==> config.mk <==
export PLATFORM = sky130hd
export DESIGN_NAME = hsv_to_rgb_converter
export DESIGN_NICKNAME = d
export VERILOG_FILES = /design/src/hdl/hsvrgb_pkg.sv /design/src/hdl/hsv_to_rgb_converter.sv /design/src/hdl/hsvrgb_sector_map.sv
export SDC_FILE = /design/constraint.sdc
export NUM_CORES = 1
export LEC_CHECK = 0
export BUFFER_PORTS_ARGS = -buffer_cell sky130_fd_sc_hd__buf_2
export CAP_MARGIN = 30
export CORE_ASPECT_RATIO = 0.5
export CORE_MARGIN = 3
export CORE_UTILIZATION = 30
export DETAILED_ROUTE_END_ITERATION = 8
export GPL_ROUTABILITY_DRIVEN = 0
export GPL_TIMING_DRIVEN = 0
export SKIP_CTS_REPAIR_TIMING = 1
export SLEW_MARGIN = 20
export SYNTH_ARGS = -nofsm -noshare
export SYNTH_HDL_FRONTEND = slang
export SYNTH_HIERARCHICAL = 1
export SYNTH_SLANG_ARGS = --single-unit
==> constraint.sdc <==
create_clock -name i_clk -period 7.9 [get_ports i_clk]
set_input_delay 0.79 -clock i_clk [delete_from_list [all_inputs] [get_ports i_clk]]
set_output_delay 0.79 -clock i_clk [all_outputs]
set_load 0.01 [all_outputs]
==> src/hdl/hsvrgb_pkg.sv <==
// ----------------------------------------------------------------------------
// HSV to RGB package
// Shared constants, the hue sector type and the sector helper functions.
// ----------------------------------------------------------------------------
package hsvrgb_pkg;

    localparam int COMPONENT_BITS_DEF = 8;
    localparam int HUE_BITS           = 9;
    localparam int REM_BITS           = 6;
    localparam int FULL_TURN          = 360;
    localparam int SECTOR_DEG         = 60;

    typedef enum logic [2:0] {
        SECT_0 = 3'd0,
        SECT_1 = 3'd1,
        SECT_2 = 3'd2,
        SECT_3 = 3'd3,
        SECT_4 = 3'd4,
        SECT_5 = 3'd5
    } t_sector;

    function automatic t_sector hue_sector(input logic [HUE_BITS-1:0] hue);
        t_sector sec;
        if (hue < HUE_BITS'(SECTOR_DEG)) begin
            sec = SECT_0;
        end else if (hue < HUE_BITS'(2 * SECTOR_DEG)) begin
            sec = SECT_1;
        end else if (hue < HUE_BITS'(3 * SECTOR_DEG)) begin
            sec = SECT_2;
        end else if (hue < HUE_BITS'(4 * SECTOR_DEG)) begin
            sec = SECT_3;
        end else if (hue < HUE_BITS'(5 * SECTOR_DEG)) begin
            sec = SECT_4;
        end else begin
            sec = SECT_5;
        end
        return sec;
    endfunction

    function automatic logic [HUE_BITS-1:0] sector_base(input t_sector sec);
        logic [HUE_BITS-1:0] base;
        case (sec)
            SECT_0:  base = HUE_BITS'(0);
            SECT_1:  base = HUE_BITS'(SECTOR_DEG);
            SECT_2:  base = HUE_BITS'(2 * SECTOR_DEG);
            SECT_3:  base = HUE_BITS'(3 * SECTOR_DEG);
            SECT_4:  base = HUE_BITS'(4 * SECTOR_DEG);
            default: base = HUE_BITS'(5 * SECTOR_DEG);
        endcase
        return base;
    endfunction

endpackage

==> src/hdl/hsv_to_rgb_converter.sv <==
// ----------------------------------------------------------------------------
// HSV to RGB converter
// Streaming pixel color conversion from hue, saturation and value to RGB.
// ----------------------------------------------------------------------------
// Usage:
//   Slave channel carries one pixel per request: hue in degrees (0..359,
//   larger codes wrap modulo 360), saturation and value with full scale
//   2^COMPONENT_BITS-1. Master channel returns red, green, blue.
//   Throughput is one pixel per cycle while the receiver does not stall;
//   each request passes through six register stages: sector split
//   and value*saturation, chroma estimate, chroma correction, chroma times
//   hue fraction, reciprocal multiply by 1/60, and correction with the
//   channel mapping into the output register.
//   The pipeline holds no state between pixels. Reset clears all valid
//   bits. When the receiver stalls with a result pending, every stage
//   freezes and o_s_axis_tready drops, so no request is lost or repeated.
// ----------------------------------------------------------------------------
module hsv_to_rgb_converter
    import hsvrgb_pkg::*;
#(
    parameter int COMPONENT_BITS = COMPONENT_BITS_DEF
) (
    input  logic i_clk,
    input  logic i_rst_n,
    input  logic i_s_axis_tvalid,
    output logic o_s_axis_tready,
    // hue, saturation, brightness, zero pad
    input  logic [((HUE_BITS+2*COMPONENT_BITS+7)/8)*8-1:0] i_s_axis_tdata,
    output logic o_m_axis_tvalid,
    input  logic i_m_axis_tready,
    // red, green, blue, zero pad
    output logic [((3*COMPONENT_BITS+7)/8)*8-1:0] o_m_axis_tdata
);

    localparam int CB     = COMPONENT_BITS;
    localparam int OUT_W  = ((3*CB+7)/8)*8;
    localparam int P_W    = CB + REM_BITS;
    localparam int DIV_SH = CB + 8;
    localparam int MUL_W  = 2*CB + 9;
    localparam logic [CB-1:0]   MAXC  = '1;
    localparam logic [CB-1:0]   HALF  = MAXC >> 1;
    localparam logic [2*CB-1:0] MAX_1 = (2*CB)'(MAXC);
    localparam logic [2*CB-1:0] MAX_2 = MAX_1 << 1;
    localparam logic [CB+2:0]   RECIP = (CB+3)'((64'd1 << DIV_SH) / SECTOR_DEG);

    logic            w_adv;
    logic [5:0]      r_vld;

    logic [HUE_BITS-1:0] w_hue;
    logic [CB-1:0]       w_sat;
    logic [CB-1:0]       w_bri;
    logic [HUE_BITS-1:0] n1_hmod;
    t_sector             n1_sector;
    logic [HUE_BITS-1:0] n1_rem;

    t_sector             r1_sector;
    logic [REM_BITS-1:0] r1_rem;
    logic [2*CB-1:0]     r1_prod;
    logic [CB-1:0]       r1_bri;

    logic [2*CB-1:0]     n2_num;
    logic [2*CB:0]       n2_est;
    logic [REM_BITS-1:0] n2_frac;
    t_sector             r2_sector;
    logic [2*CB-1:0]     r2_num;
    logic [CB-1:0]       r2_q0;
    logic [REM_BITS-1:0] r2_frac;
    logic [CB-1:0]       r2_bri;

    logic [2*CB-1:0]     n3_qm;
    logic [2*CB-1:0]     n3_rem;
    logic [CB-1:0]       n3_c;
    t_sector             r3_sector;
    logic [CB-1:0]       r3_c;
    logic [REM_BITS-1:0] r3_frac;
    logic [CB-1:0]       r3_bri;

    t_sector             r4_sector;
    logic [P_W-1:0]      r4_p;
    logic [CB-1:0]       r4_c;
    logic [CB-1:0]       r4_m;

    logic [MUL_W-1:0]    n5_mul;
    t_sector             r5_sector;
    logic [P_W-1:0]      r5_p;
    logic [CB:0]         r5_qx;
    logic [CB-1:0]       r5_c;
    logic [CB-1:0]       r5_m;

    logic [P_W-1:0]      n6_rem;
    logic [CB-1:0]       n6_x;
    logic [CB-1:0]       n6_red;
    logic [CB-1:0]       n6_green;
    logic [CB-1:0]       n6_blue;
    logic [CB-1:0]       r_red;
    logic [CB-1:0]       r_green;
    logic [CB-1:0]       r_blue;

    assign w_adv           = !r_vld[5] || i_m_axis_tready;
    assign o_s_axis_tready = w_adv;
    assign o_m_axis_tvalid = r_vld[5];
    assign o_m_axis_tdata  = OUT_W'({r_blue, r_green, r_red});

    always_ff @(posedge i_clk) begin
        if (!i_rst_n) begin
            r_vld <= '0;
        end else if (w_adv) begin
            r_vld <= {r_vld[4:0], i_s_axis_tvalid};
        end
    end

    // stage 1: hue wrap, sector split, value times saturation
    assign w_hue     = i_s_axis_tdata[HUE_BITS-1:0];
    assign w_sat     = i_s_axis_tdata[HUE_BITS +: CB];
    assign w_bri     = i_s_axis_tdata[HUE_BITS+CB +: CB];
    assign n1_hmod   = (w_hue >= HUE_BITS'(FULL_TURN)) ? w_hue - HUE_BITS'(FULL_TURN) : w_hue;
    assign n1_sector = hue_sector(n1_hmod);
    assign n1_rem    = n1_hmod - sector_base(n1_sector);

    // stage 2: chroma estimate, floor((n + n>>CB) >> CB) is at most one low
    assign n2_num  = r1_prod + (2*CB)'(HALF);
    assign n2_est  = (2*CB+1)'(n2_num) + (2*CB+1)'(n2_num >> CB);
    assign n2_frac = r1_sector[0] ? REM_BITS'(SECTOR_DEG) - r1_rem : r1_rem;

    // stage 3: chroma correction
    assign n3_qm  = {r2_q0, CB'(0)} - (2*CB)'(r2_q0);
    assign n3_rem = r2_num - n3_qm;
    assign n3_c   = (n3_rem >= MAX_2) ? r2_q0 + CB'(2) :
                    (n3_rem >= MAX_1) ? r2_q0 + CB'(1) : r2_q0;

    // stage 5: multiply by reciprocal of 60
    assign n5_mul = MUL_W'(r4_p) * MUL_W'(RECIP);

    // stage 6: quotient correction
    assign n6_rem = r5_p - P_W'(P_W'(r5_qx) * P_W'(SECTOR_DEG));
    assign n6_x   = (n6_rem >= P_W'(SECTOR_DEG)) ? CB'(r5_qx + (CB+1)'(1)) : CB'(r5_qx);

    hsvrgb_sector_map #(
        .COMPONENT_BITS(CB)
    ) u_map (
        .i_sector (r5_sector),
        .i_chroma (r5_c),
        .i_inter  (n6_x),
        .i_offset (r5_m),
        .o_red    (n6_red),
        .o_green  (n6_green),
        .o_blue   (n6_blue)
    );

    always_ff @(posedge i_clk) begin
        if (w_adv) begin
            r1_sector <= n1_sector;
            r1_rem    <= n1_rem[REM_BITS-1:0];
            r1_prod   <= (2*CB)'(w_bri) * (2*CB)'(w_sat);
            r1_bri    <= w_bri;

            r2_sector <= r1_sector;
            r2_num    <= n2_num;
            r2_q0     <= n2_est[2*CB-1:CB];
            r2_frac   <= n2_frac;
            r2_bri    <= r1_bri;

            r3_sector <= r2_sector;
            r3_c      <= n3_c;
            r3_frac   <= r2_frac;
            r3_bri    <= r2_bri;

            r4_sector <= r3_sector;
            r4_p      <= P_W'(r3_c) * P_W'(r3_frac) + P_W'(SECTOR_DEG / 2);
            r4_c      <= r3_c;
            r4_m      <= r3_bri - r3_c;

            r5_sector <= r4_sector;
            r5_p      <= r4_p;
            r5_qx     <= n5_mul[DIV_SH +: CB+1];
            r5_c      <= r4_c;
            r5_m      <= r4_m;

            r_red     <= n6_red;
            r_green   <= n6_green;
            r_blue    <= n6_blue;
        end
    end

    a_accept_enters: assert property (@(posedge i_clk) disable iff (!i_rst_n)
        (i_s_axis_tvalid && o_s_axis_tready) |=> r_vld[0])
        else $error("accepted pixel did not enter the pipeline");

    a_chroma_corr: assert property (@(posedge i_clk) disable iff (!i_rst_n)
        r_vld[1] |-> (n3_rem < MAX_2 + MAX_1))
        else $error("chroma estimate off by more than two");

    a_chroma_le_value: assert property (@(posedge i_clk) disable iff (!i_rst_n)
        r_vld[2] |-> (r3_c <= r3_bri))
        else $error("chroma exceeds value");

    a_inter_le_chroma: assert property (@(posedge i_clk) disable iff (!i_rst_n)
        r_vld[4] |-> (n6_x <= r5_c))
        else $error("intermediate component exceeds chroma");

endmodule

==> src/hdl/hsvrgb_sector_map.sv <==
// ----------------------------------------------------------------------------
// HSV to RGB sector mapper
// Routes chroma, intermediate and zero to the three channels by hue sector
// and adds the common offset.
// ----------------------------------------------------------------------------
module hsvrgb_sector_map
    import hsvrgb_pkg::*;
#(
    parameter int COMPONENT_BITS = COMPONENT_BITS_DEF
) (
    input  t_sector                   i_sector,
    input  logic [COMPONENT_BITS-1:0] i_chroma,
    input  logic [COMPONENT_BITS-1:0] i_inter,
    input  logic [COMPONENT_BITS-1:0] i_offset,
    output logic [COMPONENT_BITS-1:0] o_red,
    output logic [COMPONENT_BITS-1:0] o_green,
    output logic [COMPONENT_BITS-1:0] o_blue
);

    logic [COMPONENT_BITS-1:0] w_r;
    logic [COMPONENT_BITS-1:0] w_g;
    logic [COMPONENT_BITS-1:0] w_b;

    always_comb begin
        case (i_sector)
            SECT_0: begin
                w_r = i_chroma; w_g = i_inter;  w_b = '0;
            end
            SECT_1: begin
                w_r = i_inter;  w_g = i_chroma; w_b = '0;
            end
            SECT_2: begin
                w_r = '0;       w_g = i_chroma; w_b = i_inter;
            end
            SECT_3: begin
                w_r = '0;       w_g = i_inter;  w_b = i_chroma;
            end
            SECT_4: begin
                w_r = i_inter;  w_g = '0;       w_b = i_chroma;
            end
            default: begin
                w_r = i_chroma; w_g = '0;       w_b = i_inter;
            end
        endcase
    end

    assign o_red   = w_r + i_offset;
    assign o_green = w_g + i_offset;
    assign o_blue  = w_b + i_offset;

endmodule

**Word level (Yosys, flattened, before mapping)**

Index checks and enable logic that the tools add are counted.

- Bits in registers: 204
- Latch bits: 0
- Memory bits (writable): 0
- Bits in read-only memories: 0
- Input port bits: 36
- Output and inout bits: 26
- Logic and storage cells: 87
- Memories: 0

- Add/subtract/negate cells: 16
- Multipliers: 4
- Div/mod/pow operators: 0
- Order comparisons: 9
- Equal/unequal tests: 8
- Shift-type cells: 0
- Multiplexer cells: 14
- Bitwise gates (word level): 0
- Reductions and logical operators: 10

Operators with widths:

| cell | number |
|---|---|
| $pmux W8 S2 | 3 |
| $pmux W6 S5 | 1 |
| $add A8 B8 Y8 | 3 |
| $mux W8 | 3 |
| $mul A14 B9 Y23 const B | 1 |
| $lt A9 B8 Y1 const B | 2 |
| $add A16 B7 Y16 const B | 1 |
| $add A16 B8 Y16 | 1 |
| $add A8 B1 Y8 const B | 2 |
| $ge A16 B8 Y1 const B | 1 |
| $ge A16 B9 Y1 const B | 1 |
| $mul A8 B8 Y16 | 1 |
| $sub A16 B16 Y16 | 1 |
| $sub A16 B8 Y16 | 1 |
| $add A14 B5 Y14 const B | 1 |
| $ge A14 B6 Y1 const B | 1 |
| $mul A8 B6 Y14 | 1 |
| $sub A14 B14 Y14 | 1 |
| $eq A3 B2 Y1 const B | 4 |
| $mul A9 B4 Y12 const B | 1 |
| $mux W3 | 4 |
| $reduce_or A2 Y1 | 6 |
| $ge A9 B9 Y1 const B | 1 |
| $lt A9 B6 Y1 const B | 1 |
| other kinds (15) | 18 |

**Longest topological paths before layout**

Gate-level depths: netlist of run 1.

- Depth after elaboration: 11
- Mapped depth: 31
- Depth with buffers taken out: 31

**By module**

The synthesis of run 1 kept the hierarchy.

Modules (own cells, without submodules):

| module | times used | cells each | area an instance (um^2) | seq. area each (um^2) |
|---|---|---|---|---|
| hsv_to_rgb_converter | 1 | 1319 | 14898.0 | 6005.8 |
| hsvrgb_sector_map | 1 | 229 | 1610.3 | 0.0 |

**Worst setup path after synthesis of run 1**

OpenSTA, ideal clock, no wires.

- Kind: reg-to-reg
- Start point: reg r5_qx[0]
- End point: reg r_red[6], data pin
- Library setup time: 0.282 ns
- Data arrival time: 6.283 ns
- Data required time: 7.618 ns
- Setup slack: 1.334 ns
- Cell stages (with the launch flop): 32
- Path buffers: 0
- Clock period less this slack: 6.566 ns
- Cell sequence: edfxtp_1 -> fa_1 -> inv_1 -> fa_1 -> inv_1 -> fa_1 -> a21o_1 -> a21oi_1 -> o21bai_1 -> a21oi_1 -> o21bai_1 -> a21oi_1 -> xor2_1 -> ha_1 -> nor2_1 -> mux2i_1 -> o32a_1 -> o21ai_0 -> o311a_1 -> o21ai_0 -> nor4_2 -> nand2_1 -> xor2_1 -> a21boi_0 -> o221ai_1 -> ha_1 -> inv_1 -> fa_1 -> nor2b_1 -> o21a_1 -> o21a_1 -> o311ai_0

- Cells in the longest elaborated chain, start to end: 6
- Elaborated cells on any way between the ends: 7
- Classes of those cells: 3 x add/sub; 1 x mul; 1 x order compare; 2 x mux

RTL lines:

| what | line | text |
|---|---|---|
| start, declared | hsv_to_rgb_converter.sv:86 | `logic [CB:0] r5_qx;` |
| start signal, assigned | hsv_to_rgb_converter.sv:175 | `r5_qx <= n5_mul[DIV_SH +: CB+1];` |
| $mul A9 B4 Y12 | hsv_to_rgb_converter.sv:135 | `assign n6_rem = r5_p - P_W'(P_W'(r5_qx) * P_W'(SECTOR_DEG));` |
| $sub A14 B14 Y14 | hsv_to_rgb_converter.sv:135 |  |
| $ge A14 B6 Y1 | hsv_to_rgb_converter.sv:136 | `assign n6_x = (n6_rem >= P_W'(SECTOR_DEG)) ? CB'(r5_qx + (CB+1)'(1)) : CB'(r5_qx);` |
| $mux W8 * | hsv_to_rgb_converter.sv:136 |  |
| net n6_x[0] | hsv_to_rgb_converter.sv:91 | `logic [CB-1:0] n6_x;` |
| $pmux W8 S2 * | hsvrgb_sector_map.sv:25 | `case (i_sector)` |
| $add A8 B8 Y8 * | hsvrgb_sector_map.sv:47 | `assign o_red = w_r + i_offset;` |
| net n6_red[6] | hsv_to_rgb_converter.sv:92 | `logic [CB-1:0] n6_red;` |
| end signal, assigned | hsv_to_rgb_converter.sv:179 | `r_red <= n6_red;` |
| end, declared | hsv_to_rgb_converter.sv:95 | `logic [CB-1:0] r_red;` |

Mark *: on every way through the listed nets, which the timed path passes. The rest lies on a longest branch.
A chain may end at the register's enable or synchronous reset.

**Worst setup path after layout of run 1**

Ends and elaborated chain as after synthesis.

==> results by group, run 1 <==
Clocking
  • Clk_lat worst skew: ~500 ps
  • CTS H-Tree Depth: 1
  • Worst-path clk slew: 60 ps
  • CTS root buffer: clkbuf_16
  • CTS sink cnt: 202
  • Max clock buf depth: 3
  • CTS tree: done
  • Num CTS Buffers: 22

Yosys
  • Number of synthesized flops with an enable pin: 196
  • Syn Std Cell Area: 16510 um^2
  • Yosys reg bits: 202
  • Top FF cell, synth: edfxtp_1
  • Mean post-synth cell area: 10.66 um^2
  • Mapped Cells: about 1500
  • Area contributors post-synth: edfxtp_1, ha_1, fa_1
  • Post-synth top cells: inv_1, ha_1, edfxtp_1
  • Post-synthesis async set-or-reset flop share: 0%
  • Dominant cell type by area after synthesis: edfxtp_1
  • Yosys cell types: 90
  • Synth top area share: approximately 36%
  • Syn nets: 1886
  • Post-synthesis sequential area ratio: 36.38%
  • YS warnings: 6
  • Top-count cell post-synth: inv_1

Setup path
  • Critical Path End Type: register
  • Critical path arrival: 7470 ps
  • Worst path slowest cell: fa_1
  • CP Class: register to register
  • Critical Path RT: 8130 ps
  • Max FO, Critical Path: 7
  • R2R depth: 32
  • Critical Path Max Stage Delay: 640 ps
  • Worst setup SP type: register

Layout
  • Post-Layout Cell Count: 2355
  • Post-synthesis to final-layout area growth: 11.99%
  • Diodes inserted: 0
  • Post-Layout Inst Area: between 15000 and 20000 um^2
  • Layout cell share with drive strength beyond 1: 8.526%
  • Nets: slightly below 2000

Timing
  • TNS Setup: 0 ps
  • Relative slew slack: 46.91%
  • Least-Margin Pin Slew: ~790 ps
  • RSZ-0062 raised after global routing: false
  • Layout Skew: ~16 ps
  • Fmax: 138.2 MHz
  • Fin. max-slew vios: 0
  • # setup viols final: 0
  • Final Hold Fails: 0
  • Final period util: 91.63%
  • Tmin final: 7238 ps

Run status
  • Outcome: finished, final reports clean

Route
  • Starting DRT DRC Count: 592
  • DR WL/cell: 13.34 um
  • DRC: 0
  • Final wirelength: 31420 um
  • DRT antenna net count: 0
  • Vias per cell: 4.721
  • DR vias: ~11000
  • First drt pass iteration count: 5

Global routing
  • Vias in the first global route: 10820
  • Largest net degree at the start of global routing: 103
  • Initial antenna violation count: 0
  • First-pass GRT wire length: 52700 um
  • Grt total ovfl: 0
  • GRT Util Overall: 10.92%

Place
  • Post-DP HPWL: 24170 um
  • Port Buffer Count: 52
  • Placed Area: 17700 um^2
  • Placed insts: 2314

Die
  • Die width: around 340 um
  • CORE AREA: 54050 um^2
  • Ports: a little over 60
  • Row Count: 60
  • Initial Utilization: 30.54%
  • Die footprint: 58050 um^2
  • Die height: 171.9 um

Hold path
  • Worst hold-check path type: register to register
  • Cell count of the worst hold path: 0

Job
  • Max Cap Viol: 0
-- layer usage --
metal,track usage (%),wire (um),up-vias
met4,2.137,447,0
met3,1.613,864,33
met2,18.54,14690,120
li1,-,-,5551
met5,0,0,-
met1,14.93,15410,5414
-- metrics by stage --
stage               util (%)  setup slack [ps]  hold slack (ps)
global route           34.20             20.55            418.6
finish                 34.20             661.6            410.7
CTS                    34.14             276.8            414.3
detailed placement     32.74             295.2            404.5
global placement       32.67             29.42            402.3
floorplan                  -              1334            400.3
-- cells by family (layout without fill, tap and decap cells) --
group                      Yosys count  in the layout  share of synthesized area, %
xor gates and xnor gates           110            110                         5.927
muxes                               14             14                        0.8564
AOI/OAI and AO/OA                  269            269                         11.78
and+or+nand+nor                    407            407                         12.35
buffers and inverters              244            338                         5.775
DFF                                202            202                         36.38
adders and majority gates          302            302                         26.94
-- worst max-delay path, delay by kind of cell (launching register included) --
kind | cells | cell delay, ps
multiplexers | 2 | 460
flip-flops | 1 | 590
XOR/XNOR | 1 | 170
AO/OA/AOI/OAI | 15 | 2410
buffers and inverters | 4 | 380
AND/OR/NAND/NOR | 5 | 700
adder cells (fa/ha/maj) | 5 | 2240
-- cells in the final DEF, fill, tap and decap left out, drive strengths merged, types with 5 or more instances in the layout --
cell      n
clkinv   10
fa       89
nor3     22
or2       6
ha      213
nand3    18
a221oi   13
and3      9
clkbuf   34
o211ai    9
mux2i    13
o221ai    7
xnor2    82
nor2b    29
o31ai     5
inv     223
dfxtp     6
o21ai    36
a21o     18
buf      67
or3       5
o41ai     5
nand2b   13
a211oi    7
nand4     6
nand2   141
nor4      5
and2     56
edfxtp  196
a21oi    75
a31o      6
xor2     28
nor2     77
a21boi   20
o21a     21
o21bai    7
-- state kept, by name, summed over array words and instances (netlist names), 6 cells and up --
name     cells
r1_bri       8
r1_prod     16
r1_rem       6
r2_bri       8
r2_frac      6
r2_num      16
r2_q0        8
r3_bri       8
r3_c         8
r3_frac      6
r4_c         8
r4_m         8
r4_p        14
r5_c         8
r5_m         8
r5_p        12
r5_qx        9
r_blue       8
r_green      8
r_red        8
r_vld        6
-- cell type report --
type / instances / area, um^2
tap: 713 / 892.1
clock inverter: 15 / 177.7
timing repair buffer: 55 / 302.8
inverter: 222 / 840.8
fill: 5397 / 35560
clock buffer: 24 / 579.3
buffer: 22 / 120.1
sequential: 202 / 6006
multi-input combinational: 1102 / 9569
-- final timing paths --
| kind | from | to | slack (ps) |
|---|---|---|---|
| worst max-delay path | r5_qx[0] | r_red[6] | 660 |
| worst min-delay path | r3_sector[1] | r4_sector[1] | 410 |
| worst max register to register | r5_qx[0] | r_red[6] | 660 |
| worst min register to register | r3_sector[1] | r4_sector[1] | 410 |
Power of run 1 is left out: the tool's default activity adds up to more than one toggle a clock period on the data nets, which glitch-free logic cannot reach.
==> inputs of run 2 (changes only) <==
ABC_AREA = 1   (was unset)
==> run 2 against run 1 <==
Compared with the run above: routed wire length rose by 4.9%; register-to-register slack gained 670 ps; clock skew is 4.9 ps higher; design area increased by 3.6%; setup slack better by 670 ps; highest routed layer unchanged; synthesized cell count rose by 24%.
==> results by group, run 2 <==
Global routing
  • Grt total ovfl: 0
  • First-pass GRT wire length: 56790 um
  • Vias in the first global route: 12030
  • Initial antenna violation count: 0
  • Largest net degree at the start of global routing: between 100 and 150
  • GRT Util Overall: roughly 11%

Setup path
  • End point of the critical path: r_green[7]
  • R2R depth: 33
  • Reg2reg setup slack: ~1300 ps
  • Max FO, Critical Path: 9
  • Critical path arrival: 6840 ps
  • Critical Path RT: just over 8000 ps
  • Reg-to-Reg End: r_green[7]
  • CP Class: register to register
  • CP dominant cell by count: nand2_1
  • Worst setup SP type: register
  • Worst path slowest cell: edfxtp_1
  • Critical Path End Type: register
  • Critical Path Source: r5_qx[3]
  • Reg-to-Reg Start: r5_qx[3]
  • Critical Path Max Stage Delay: 510 ps

Timing
  • Final period util: between 80 and 90%
  • TNS Setup: 0 ps
  • Fmax: 152.3 MHz
  • Fin. max-slew vios: 0
  • Tmin final: 6565 ps
  • RSZ-0062 raised after global routing: false
  • Relative slew slack: 55.50%
  • Least-Margin Pin Slew: 667.5 ps
  • Layout Skew: 21.19 ps
  • Final setup margin: 1335 ps
  • # setup viols final: 0
  • Final Hold Fails: 0
  • Minimum hold slack: between 400 and 500 ps

Die
  • Die height: 175.1 um
  • Initial Utilization: 30.61%
  • Row Count: 61
  • Die width: approximately 340 um
  • Ports: 62
  • CORE AREA: 56020 um^2
  • Die footprint: 60230 um^2

Route
  • DRC: 0
  • Met3 WL: around 930 um
  • Met1 Wirelength: approximately 16000 um
  • Vias per cell: 4.464
  • Starting DRT DRC Count: 634
  • Metal2 WL: 15650 um
  • First drt pass iteration count: 5
  • DRT antenna net count: 0
  • Final wirelength: ~33000 um
  • DR WL/cell: 11.96 um
  • Highest Signal Layer: met4
  • DR vias: ~12000

Yosys
  • Area contributors post-synth: edfxtp_1, ha_1, fa_1
  • Synth top area share: between 30% and 40%
  • Yosys reg bits: 202
  • Dominant cell type by area after synthesis: edfxtp_1
  • Top FF cell, synth: edfxtp_1
  • Mapped Cells: 1914
  • Post-synthesis sequential area ratio: a little over a third
  • Number of synthesized flops with an enable pin: 196
  • Syn nets: approximately 2300
  • Mean post-synth cell area: 8.958 um^2
  • Syn Std Cell Area: ~17000 um^2
  • Yosys cell types: 51
  • Post-synth top cells: nand2_1, inv_1, ha_1
  • Top-count cell post-synth: nand2_1
  • YS warnings: 6
  • Post-synthesis async set-or-reset flop share: 0%

Clocking
  • CTS tree: done
  • Clk_lat worst skew: 520 ps
  • Num CTS Buffers: 22
  • CTS root buffer: clkbuf_16
  • CTS H-Tree Depth: 1
  • CTS sink cnt: 202
  • Max clock buf depth: 3
  • Worst-path clk slew: 60 ps

Job
  • Max Cap Viol: 0

Layout
  • Diodes inserted: 0
  • Layout cell share with drive strength beyond 1: 7.650%
  • Most frequent cells in the layout: nand2_1, inv_1, ha_1, edfxtp_1, nand3_1
  • Seq. cell area: between 6000 and 7000 um^2
  • Nets: 2322
  • Post-synthesis to final-layout area growth: 11.66%
  • Multi-input logic area: 9590 um^2
  • Top flop regs: r1_prod (16), r2_num (16), r4_p (14)
  • Most common cell after layout, fill and taps aside: nand2_1
  • # fillers: 5799

Place
  • Post-place setup slack: around 1500 ps
  • Post-DP HPWL: 26380 um
  • Port Buffer Count: 45

Hold path
  • Worst hold-check path type: register to register

Run status
  • Outcome: finished, final reports clean
-- run 2: layer usage --
metal,up-vias,track usage [%]
met5,-,0
met4,0,2.023
met3,38,1.597
met2,134,19.08
met1,5785,15.00
li1,6346,-
-- run 2: cell families after synthesis --
family	Yosys count	synth area share (%)
simple gates	711	18.37
flops	202	35.03
compound gates	183	6.268
fa+ha+maj	302	25.93
buf+inv	412	9.041
xor+xnor	104	5.356
-- run 2: cell type report --
class / instances / area share [%]
multi-input combinational: 1300 / 50.09
buffer: 24 / 0.4836
clock inverter: 14 / 1.026
clock buffer: 26 / 3.117
sequential: 202 / 31.37
tap: 756 / 4.941
timing repair buffer: 46 / 1.320
inverter: 388 / 7.653
-- run 2: stage by stage --
| stage | util, % | area (um^2) | cells |
|---|---|---|---|
| finish | 34.18 | 19150 | 2756 |
| global route | 34.18 | 19150 | 2756 |
| CTS | 34.18 | 19150 | 2756 |
| detailed placement | 32.76 | 18350 | 2716 |
| global placement | 32.70 | 18320 | 2715 |
| floorplan | - | 17150 | 1914 |
-- run 2: worst min path at each step --
stage	from	endpoint	slack, ps	depth (start not counted)
3_5_place_dp	r1_bri[0]	r2_bri[0]	400	0
4_1_cts	r2_sector[2]	r3_sector[2]	410	0
2_1_floorplan	r1_bri[0]	r2_bri[0]	400	0
5_1_grt	r1_bri[7]	r2_bri[7]	420	0
3_3_place_gp	r1_bri[4]	r2_bri[4]	400	0
6_report	r2_sector[2]	r3_sector[2]	410	0
-- run 2: worst max-delay path: cells and delay by family, from the launching register on --
family	cells	cell delay (ps)
flip-flops	1	510
buffers and inverters	5	630
AND/OR/NAND/NOR	14	1160
adder cells (fa/ha/maj)	5	2020
XOR/XNOR	2	340
AO/OA/AOI/OAI	7	1640
Power of run 2 is left out for the same reason.
==> inputs of run 3 (changes only) <==
clock period = 5.3 ns   (was 7.9 ns; I/O delays follow)
==> run 3 against run 2 <==
Compared with the run above: the run now ends with setup timing left; highest routed layer unchanged; via count up 1.2%; cell count up 1.7%; non-clock buffer count up 50; critical endpoint is now r_blue[6]; setup slack worse by 1700 ps; die area unchanged; critical path depth down 5.
==> results by group, run 3 (synthesis results as in run 2) <==
Run status
  • Outcome: complete, but fails checks
  • Failing checks: setup timing

Route
  • DR WL/cell: 12.12 um
  • First drt pass iteration count: 5
  • Final wirelength: 33980 um
  • DRC: 0
  • DR vias: 12450
  • Vias per cell: 4.440
  • Starting DRT DRC Count: 651
  • DRT antenna net count: 0

Place
  • Post-place setup slack: -911.0 ps
  • Port Buffer Count: 45
  • Post-DP HPWL: 26580 um
  • Placed Area: 18380 um^2

Global routing
  • Grt total ovfl: 0
  • GRT Util Overall: 11.17%
  • Initial antenna violation count: 0
  • First-pass GRT wire length: 57160 um
  • Vias in the first global route: 12040
  • Largest net degree at the start of global routing: 104

Clocking
  • Max clock buf depth: 3
  • CTS root buffer: clkbuf_16
  • Worst-path clk slew: about 70 ps
  • CTS H-Tree Depth: 1
  • Num CTS Buffers: 21
  • CTS sink cnt: 202
  • CTS tree: done
  • Clk_lat worst skew: 510 ps

Timing
  • Fmax: 175.8 MHz
  • # setup viols final: 21
  • Layout Skew: 15.58 ps
  • Final setup margin: -388.1 ps
  • Fin. max-slew vios: 0
  • Final period util: 107.3%
  • Relative slew slack: 54.20%
  • Tmin final: 5688 ps
  • Final Hold Fails: 0
  • TNS Setup: -5744 ps
  • RSZ-0062 raised after global routing: true
  • Least-Margin Pin Slew: 686.9 ps

Layout
  • Most common cell after layout, fill and taps aside: nand2_1
  • Post-synthesis to final-layout area growth: 15.16%
  • Post-Layout Inst Area: 19750 um^2
  • Top flop regs: r1_prod (16), r2_num (16), r4_p (14)
  • Most frequent cells in the layout: nand2_1, inv_1, ha_1, edfxtp_1, nand3_1
  • Diodes inserted: 0
  • Layout cell share with drive strength beyond 1: approximately an eighth
  • Nets: 2371

Setup path
  • Worst path slowest cell: fa_1
  • Critical Path RT: 5650 ps
  • Critical path arrival: 6030 ps
  • Max FO, Critical Path: 6
  • Worst setup SP type: register
  • CP dominant cell by count: inv_2
  • Critical Path Max Stage Delay: 550 ps
  • Critical Path End Type: register
  • CP Class: register to register

Die
  • Initial Utilization: 30.61%
  • CORE AREA: between 50000 and 60000 um^2
  • Die footprint: between 60000 and 70000 um^2
  • Die height: 175.1 um
  • Die width: 344.1 um
  • Row Count: 61
  • Ports: 62

Hold path
  • Worst hold-check path type: input pin to register

Job
  • Max Cap Viol: 0
[run 3: final timing paths]
path / startpoint / to / slack, ps / cells after the start
setup / recovery: r5_qx[2] / r_blue[6] / -390 / 28
hold / removal: i_s_axis_tdata[23] / r1_bri[6] / 210 / 1
setup reg to reg: r5_qx[2] / r_blue[6] / -390 / 28
hold reg to reg: r4_m[7] / r5_m[7] / 410 / 0
[run 3: per-layer routing]
metal  routed length (um)  global-route usage (%)
met1                15960                   15.25
met2                16590                   19.15
met3                 1014                   1.434
met4                  426                   1.916
met5                    0                       0
[run 3: critical path, delay by kind of cell (launching register included)]
family	cells	cell delay [ps]
fa+ha+maj	6	2170
compound gates	6	930
simple gates	7	710
buf+inv	6	650
xor+xnor	3	530
flops	1	520
[run 3: layout make-up]
| class | instances | area, um^2 |
|---|---|---|
| fillers | 5745 | 36280 |
| multi-input cells | 1300 | 9953 |
| flip-flops and latches | 202 | 6006 |
| inverters | 388 | 1468 |
| well taps | 756 | 945.9 |
| repair buffers | 96 | 639.4 |
| clock buffers | 29 | 565.5 |
| plain buffers | 24 | 92.59 |
| clock inverters | 8 | 75.07 |
[run 3: through the flow]
step	std cells	util [%]	hold slack, ps
finish	2803	35.25	212.9
floorplan	1914	-	400.3
detailed placement	2716	32.82	404.5
CTS	2753	33.96	186.5
global placement	2715	32.75	401.2
global route	2803	35.25	192.8
Power of run 3 is left out for the same reason.
